===== config.mk =====
export PLATFORM = sky130hd
export DESIGN_NAME = ssag_odometer
export DESIGN_NICKNAME = d
export VERILOG_FILES = /design/src/strided_slice_address_generator_defines.svh /design/src/ssag_pkg.sv /design/src/ssag_odometer.sv
export SDC_FILE = /design/constraint.sdc
export NUM_CORES = 1
export LEC_CHECK = 0
export ABC_AREA = 0
export BUFFER_PORTS_ARGS = -buffer_cell sky130_fd_sc_hd__buf_2
export CORE_ASPECT_RATIO = 0.9
export CORE_MARGIN = 3
export CORE_UTILIZATION = 58
export CTS_BUF_LIST = sky130_fd_sc_hd__clkbuf_4 sky130_fd_sc_hd__clkbuf_8
export DETAILED_ROUTE_END_ITERATION = 10
export PLACE_DENSITY = 0.94
export SKIP_LAST_GASP = 1
export SYNTH_ARGS = -nofsm -noshare
export SYNTH_HDL_FRONTEND = slang
export SYNTH_SLANG_ARGS = --single-unit

===== constraint.sdc =====
create_clock -name clock -period 6.9 [get_ports clock]
set_input_delay 0.345 -clock clock [delete_from_list [all_inputs] [get_ports clock]]
set_output_delay 0.345 -clock clock [all_outputs]
set_load 0.005 [all_outputs]

===== src/strided_slice_address_generator_defines.svh =====
// Assertion macros for the strided slice address generator.
// Included by the top level; no other dependencies.
// Under SYNTHESIS the macros expand to nothing.
`ifndef STRIDED_SLICE_ADDRESS_GENERATOR_DEFINES_SVH
`define STRIDED_SLICE_ADDRESS_GENERATOR_DEFINES_SVH

`ifndef SYNTHESIS

// same-cycle implication
`define SSAG_ASSERT_NOW(label, clk, rst, ante, cons) \
   label: assert property (@(posedge clk) disable iff (rst) (ante) |-> (cons)) \
      else $error("ssag: same-cycle check failed");

// next-cycle implication
`define SSAG_ASSERT_NEXT(label, clk, rst, ante, cons) \
   label: assert property (@(posedge clk) disable iff (rst) (ante) |=> (cons)) \
      else $error("ssag: next-cycle check failed");

`else

`define SSAG_ASSERT_NOW(label, clk, rst, ante, cons)
`define SSAG_ASSERT_NEXT(label, clk, rst, ante, cons)

`endif

`endif


===== src/ssag_pkg.sv =====
// Shared constants, types and helper functions for the strided slice
// address generator. No dependencies.
`default_nettype none

package ssag_pkg;

   // block sizing
   localparam int AXES        = 4;
   localparam int AXIS_BITS   = 16;
   localparam int OFFSET_BITS = 32;

   // register layout: four 16-bit slots, slot 0 in the top bits
   localparam int SLOT_BITS      = 16;
   localparam int SLOTS          = 4;
   localparam int CSR_DATA_BITS  = 64;
   localparam int CSR_INDEX_BITS = 3;
   localparam logic [CSR_DATA_BITS-1:0] CSR_ONES_RESET = 64'h0001_0001_0001_0001;

   // result widths
   localparam int SRC_BITS     = 32;
   localparam int OUT_POS_BITS = 32;
   localparam int LIMIT_BITS   = (OFFSET_BITS < SRC_BITS) ? OFFSET_BITS : SRC_BITS;
   localparam logic [SRC_BITS-1:0] SRC_LIMIT =
      SRC_BITS'((64'd1 << LIMIT_BITS) - 64'd1);

   // offset datapath depth
   localparam int PIPE_STAGES = 7;

   // datapath widths
   localparam int IDX_BITS    = 2 * AXIS_BITS + 1;
   localparam int MAG_BITS    = 2 * AXIS_BITS;
   localparam int PAIR_BITS   = 2 * AXIS_BITS;
   localparam int STRIDE_BITS = 3 * AXIS_BITS;
   localparam int HALF_BITS   = (STRIDE_BITS + 1) / 2;
   localparam int HIGH_BITS   = STRIDE_BITS - HALF_BITS;
   localparam int PP_LO_BITS  = MAG_BITS + HALF_BITS;
   localparam int PP_HI_BITS  = MAG_BITS + HIGH_BITS;
   localparam int CAP_SHIFT   = 60;
   localparam int PROD_BITS   = (MAG_BITS + STRIDE_BITS > CAP_SHIFT + 1) ?
                                MAG_BITS + STRIDE_BITS : CAP_SHIFT + 1;
   localparam int TERM_BITS   = CAP_SHIFT + 1;
   localparam int SUM_BITS    = TERM_BITS + 3;
   localparam int PAD_TERMS   = 4;

   // configuration register indexes
   typedef enum logic [CSR_INDEX_BITS-1:0] {
      CSR_AXIS_BEGINS = 3'd0,
      CSR_AXIS_STEPS  = 3'd1,
      CSR_OUT_COUNTS  = 3'd2,
      CSR_IN_EXTENTS  = 3'd3
   } csr_index_type;

   typedef struct packed {
      logic [CSR_DATA_BITS-1:0] begins;
      logic [CSR_DATA_BITS-1:0] steps;
      logic [CSR_DATA_BITS-1:0] counts;
      logic [CSR_DATA_BITS-1:0] extents;
   } cfg_type;

   typedef logic [AXES-1:0][AXIS_BITS-1:0] axis_pos_type;

   // odometer word handed to the offset datapath
   typedef struct packed {
      axis_pos_type            pos;
      logic [OUT_POS_BITS-1:0] out_position;
      logic                    last;
   } odo_word_type;

   // result word
   typedef struct packed {
      logic [SRC_BITS-1:0]     source_offset;
      logic [OUT_POS_BITS-1:0] out_position;
      logic                    last_element;
      logic                    range_error;
   } rsp_word_type;

   // slot of axis a, low AXIS_BITS only
   function automatic logic [AXIS_BITS-1:0] slot_of(input logic [CSR_DATA_BITS-1:0] r,
                                                    input int a);
      logic [CSR_DATA_BITS-1:0] sh;
      sh = r >> (SLOT_BITS * (SLOTS - 1 - a));
      return sh[AXIS_BITS-1:0];
   endfunction

   // zero counts and extents behave as one
   function automatic logic [AXIS_BITS-1:0] nonzero(input logic [AXIS_BITS-1:0] v);
      logic [AXIS_BITS-1:0] one;
      one = {{(AXIS_BITS-1){1'b0}}, 1'b1};
      return (v == '0) ? one : v;
   endfunction

   // extent of axis a, one for axes past the last
   function automatic logic [AXIS_BITS-1:0] extent_or_one(
      input logic [CSR_DATA_BITS-1:0] r, input int a);
      logic [AXIS_BITS-1:0] one;
      one = {{(AXIS_BITS-1){1'b0}}, 1'b1};
      if (a < AXES) begin
         return nonzero(slot_of(r, a));
      end
      return one;
   endfunction

   // source index on one axis: origin + pos * step
   function automatic logic signed [IDX_BITS-1:0] axis_index(
      input logic [AXIS_BITS-1:0] origin,
      input logic [AXIS_BITS-1:0] step_raw,
      input logic [AXIS_BITS-1:0] pos);
      logic signed [AXIS_BITS:0]   pos_s;
      logic signed [AXIS_BITS-1:0] step_s;
      logic signed [IDX_BITS-1:0]  prod;
      logic signed [IDX_BITS-1:0]  org_s;
      pos_s  = {1'b0, pos};
      step_s = step_raw;
      prod   = pos_s * step_s;
      org_s  = {{(IDX_BITS-AXIS_BITS){1'b0}}, origin};
      return prod + org_s;
   endfunction

endpackage

`default_nettype wire


===== src/ssag_odometer.sv =====
// Destination odometer: axis positions and output counter, advanced once
// per accepted word. Depends on ssag_pkg.
`default_nettype none

module ssag_odometer (
   input  wire logic                                clock,
   input  wire logic                                reset,
   input  wire logic                                accept,
   input  wire logic                                restart,
   input  wire logic [ssag_pkg::CSR_DATA_BITS-1:0]  out_counts,
   output ssag_pkg::odo_word_type                   word
);

   ssag_pkg::axis_pos_type                 pos_ff, pos_in, eff_pos;
   logic [ssag_pkg::OUT_POS_BITS-1:0]      count_ff, count_in, eff_count;
   logic [ssag_pkg::AXES-1:0]              at_end;
   logic                                   last;

   // current position (after restart), end flags and the advanced position
   always_comb begin
      logic carry;
      carry     = 1'b1;
      eff_pos   = restart ? '0 : pos_ff;
      eff_count = restart ? '0 : count_ff;
      for (int a = 0; a < ssag_pkg::AXES; a++) begin
         at_end[a] = ({1'b0, eff_pos[a]} + {{ssag_pkg::AXIS_BITS{1'b0}}, 1'b1}) >=
                     {1'b0, ssag_pkg::nonzero(ssag_pkg::slot_of(out_counts, a))};
      end
      last   = &at_end;
      pos_in = eff_pos;
      // last axis fastest; carry ripples toward axis 0
      for (int a = ssag_pkg::AXES - 1; a >= 0; a--) begin
         if (carry) begin
            if (at_end[a]) begin
               pos_in[a] = '0;
            end else begin
               pos_in[a] = eff_pos[a] + {{(ssag_pkg::AXIS_BITS-1){1'b0}}, 1'b1};
               carry     = 1'b0;
            end
         end
      end
      count_in = last ? '0 : eff_count + {{(ssag_pkg::OUT_POS_BITS-1){1'b0}}, 1'b1};
   end

   always_ff @(posedge clock) begin
      if (reset) begin
         pos_ff   <= '0;
         count_ff <= '0;
      end else if (accept) begin
         pos_ff   <= pos_in;
         count_ff <= count_in;
      end
   end

   assign word.pos          = eff_pos;
   assign word.out_position = eff_count;
   assign word.last         = last;

endmodule

`default_nettype wire


* Word-level counts from Yosys, hierarchy flattened *
Index checks and enable logic that the tools add are counted.

operators by class
  $add $sub $neg = 9
  order comparisons = 4
  multiplexer cells = 19
  reductions and logical operators = 5

operators by type and width
  kind                                                             count
  16-bit 2-to-1 mux                                                11
  16-bit by 1-bit adder with 17-bit output, second input constant  4
  17-bit by 16-bit greater-or-equal comparator with 1-bit output   4
  16-bit by 1-bit adder with 16-bit output, second input constant  4
  16-bit logical NOT                                               4
  32-bit 2-to-1 mux                                                2
  64-bit 2-to-1 mux                                                1
  32-bit by 1-bit adder with 32-bit output, second input constant  1
  1-bit 2-to-1 mux                                                 5
  4-bit AND reduction                                              1

word-level totals
  flip-flop bits (word level) = 96
  bits of input ports = 68
  output and inout port bits = 97
  word-level logic and storage cells = 42

* Depth between registers and ports, before layout *
  word-level depth = 7
  gate-level depth with buffers = 24
  gate-level depth less buffers = 18

* Least setup slack after synthesis *
OpenSTA, ideal clock, no wires.

  kind = input-to-output
  start point = input restart
  end point = output word[0] (netlist name)
  arrival = 4.951 ns
  data required time = 6.555 ns
  path slack = 1.604 ns
  cell stages on the path = 23
  buffers on the path = 8
  cells stage by stage = clkbuf_1 -> clkbuf_1 -> clkbuf_1 -> clkbuf_1 -> clkbuf_1 -> nor2b_1 -> ha_1 -> nand3_2 -> nor4b_4 -> and3_4 -> nand3_1 -> xnor2_1 -> ha_1 -> nand4_1 -> nor4_1 -> a41o_1 -> a211oi_1 -> nand2_1 -> nand3_1 -> clkbuf_1 -> buf_2 -> inv_1 -> buf_4

RTL lines
  what                line                 text
  start: declaration  ssag_odometer.sv:9   input wire logic restart,
  end: declaration    ssag_odometer.sv:11  output ssag_pkg::odo_word_type word

==> flow_summary_export.csv <==
group,metric,value,unit
floorplan,die_w,130,µm
placed_design,pre_cts_ws,1.54,ns
setup_path,r2r_end,"pos_ff[4]",
setup_path,crit_path_start,"restart",
synthesis,synth_edf_count,0,
sta,fin_tns_setup,0,ns
synthesis,syn_area_per_cell,7.28,µm²
synthesis,yosysTopAreaCell,"dfxtp_1",
setup_path,endpoint,"word[0]",
floorplan,design.portCount,165,
route,wire_per_inst,16.4,µm
power_and_ir_drop,ir_drop,0.000102,V
global_route,grt_pass1_vias,8012,
floorplan,coreArea,13500,µm²
setup_path,crit_fanout,77,
route,dr.pass1.iters,6,
flow_run,maxCapViolCount,0,
placed_design,placed_area,8910,µm²
synthesis,synthArstFlopShare,0,%
sta,fmax,181,MHz
route,drtIter0Drc,1030,
clock_tree,postCtsSetupBuffers,0,
clock_tree,cts_buffers,9,
synthesis,ys_warn_count,0,
global_route,grt_start_max_net_pins,78,
clock_tree,hold_buffers,0,
clock_tree,clk_latency,0.39,ns
sta,hold_ws,0.466,ns
synthesis,synth_fp_nets,1240,
floorplan,die_y,118,µm
setup_path,cp.required,6.55,ns
layout,fillerInstances,1116,
clock_tree,clkTransAtPathRegs,0.09,ns
route,antenna_left,0,
floorplan,rows,40,
setup_path,r2r_setup_slack,1.74,ns
setup_path,r2r_cells,18,
clock_tree,cts_htree_levels,3,
synthesis,yosysSeqAreaShare,23.9,%
sta,hold_violations,0,
layout,drive_gt1_share,17.4,%
sta,min_period,5.52,ns
clock_tree,clockBufferDepth,2,
global_route,antenna_found_initial,0,
clock_tree,cts_resized,0,
sta,rsz0062_at_grt,"false",
sta,tightest_slew,0.918,ns
floorplan,dieArea,15300,µm²
floorplan,start_util,59.7,%
layout,diodes,0,
run_status,outcome,"completed",
layout,post-route-cell-area,9100,µm²
setup_path,cp-start-kind,"input port",
sta,max-slew-margin-rel,38.6,%
placed_design,gp_congestion,0.909,
global_route,grt_use_total,29.2,%
layout,multi_input_area,5550,µm²
setup_path,r2r_start,"pos_ff[0]",
synthesis,ys.flop_type,"dfxtp_1",
worst_hold_path,hp-class,"flip-flop to flip-flop",
global_route,grt_pass1_wl,37.4,mm
placed_design,place_hpwl,17.2,mm
route,viasPerCell,6.14,
setup_path,cp.arrival,5.18,ns
synthesis,syn_area,8030,µm²
layout,num-nets-final,1372,
sta,finalSetupViolCount,0,
route,vias,8643,
clock_tree,clock_sinks,96,
synthesis,synth_commonest_cells,"112 x nor2_1, 108 x nand2_1, 96 x dfxtp_1",
sta,slew_viol_final,0,
route,drcViolationCount,0,
sta,fin_ws,1.38,ns
global_route,overflow,0,
synthesis,synthTopCellsByArea,"dfxtp_1 24%, ha_1 11%, nor2b_1 5.7%",
layout,synthToLayoutAreaGrowth,13.2,%
setup_path,worstSetupPathType,"input port to output port",
synthesis,syn_inst,1103,
synthesis,synth.distinct_cells,70,
layout,regArea,1920,µm²
power_and_ir_drop,power_per_cell_area,114,nW/µm²
synthesis,yosysMostFrequentCell,"nor2_1",
power_and_ir_drop,leakage,4.43,nW
placed_design,port_buffers,164,
setup_path,end_kind,"output port",
sta,finalCritPeriodShare,80.1,%
sta,skew,0.0143,ns
clock_tree,cts-root-buf,"clkbuf_8",
clock_tree,cts_tree,"built",
synthesis,yosysTopAreaCellShare,23.9,%
synthesis,ys_seq_elements,96,
route,routed_wirelength,23.1,mm
[worst min path at each step]
stage,start,to,slack [ns],cells past startpoint
6_report,pos_ff[30],pos_ff[30],0.47,2
5_1_grt,pos_ff[30],pos_ff[30],0.48,2
4_1_cts,pos_ff[30],pos_ff[30],0.47,2
3_5_place_dp,pos_ff[15],pos_ff[15],0.45,1
3_3_place_gp,pos_ff[30],pos_ff[30],0.44,2
2_1_floorplan,pos_ff[30],pos_ff[30],0.43,2
[power breakdown]
group          internal, mW  switching, mW  total [mW]
Clock                 0.141          0.216       0.357
Sequential            0.556        0.00191       0.557
Combinational        0.0413         0.0795       0.121
Total                 0.738          0.297        1.04
[routing by layer]
layer | wire length, µm | global-route usage [%]
met5 | 0 | 0
met4 | 460 | 8.83
met3 | 1950 | 4.67
met2 | 10800 | 47.6
met1 | 9890 | 39.5
[placed cells by master, fill, tap and decap left out, types with 12 or more instances in the layout]
master    Yosys  layout
nand4_1      24      24
nor2b_1      73      73
ha_1         69      69
nor4_1       22      22
and3_1       19      19
buf_2         1     163
inv_1        94      93
nor2_1      112     112
dfxtp_1      96      96
nand3_1      71      71
o21ai_0      42      42
nand2_1     108     108
xnor2_1      33      33
xor2_1       25      25
a22oi_1      35      35
nand2b_1     12      12
a21oi_1      65      65
nor3_1       23      23
[cells by family (layout without fill, tap and decap cells)]
group,Yosys count,count (layout),share of synthesized area [%]
compound gates,205,205,16.4
flops,96,96,23.9
fa+ha+maj,69,69,10.7
buf+inv,145,282,7.04
simple gates,515,515,33.6
xor+xnor,58,58,6.32
mux,15,15,2.01
[area by class of cell]
class / instances / area share, %
clock buffers: 10 / 1.51
clock inverters: 6 / 0.481
inverters: 94 / 3.88
multi-input cells: 862 / 61.0
flip-flops and latches: 96 / 21.1
well taps: 168 / 2.31
repair buffers: 172 / 9.71
[flip-flops by register name (all words and copies together) (netlist names)]
name,cells
count_ff,32
pos_ff,64
[per-stage QoR]
stage / util (%) / power, mW / instances
6_report: 67.6 / 1.04 / 1408
2_1_floorplan: - / 0.641 / 1103
3_5_place_dp: 66.2 / 0.688 / 1392
4_1_cts: 67.6 / 1.04 / 1408
3_3_place_gp: 66.2 / 0.684 / 1392
5_1_grt: 67.6 / 1.07 / 1408
[worst max-delay path: stages]
cell and delay [ns]:
buf_4 0.35, nor2_1 0.39, ha_1 0.35, nand4_1 0.28, nor3_1 0.37, nand3_1 0.17
nor2_1 0.39, nand3_1 0.19, xnor2_1 0.16, nor2_1 0.08, ha_1 0.37, nand3_1 0.11
nor3_1 0.07, a221oi_1 0.28, nand4_1 0.31, nand3_1 0.29, buf_4 0.40, inv_1 0.07
buf_2 0.13
(Power assumes the default switching activity.)
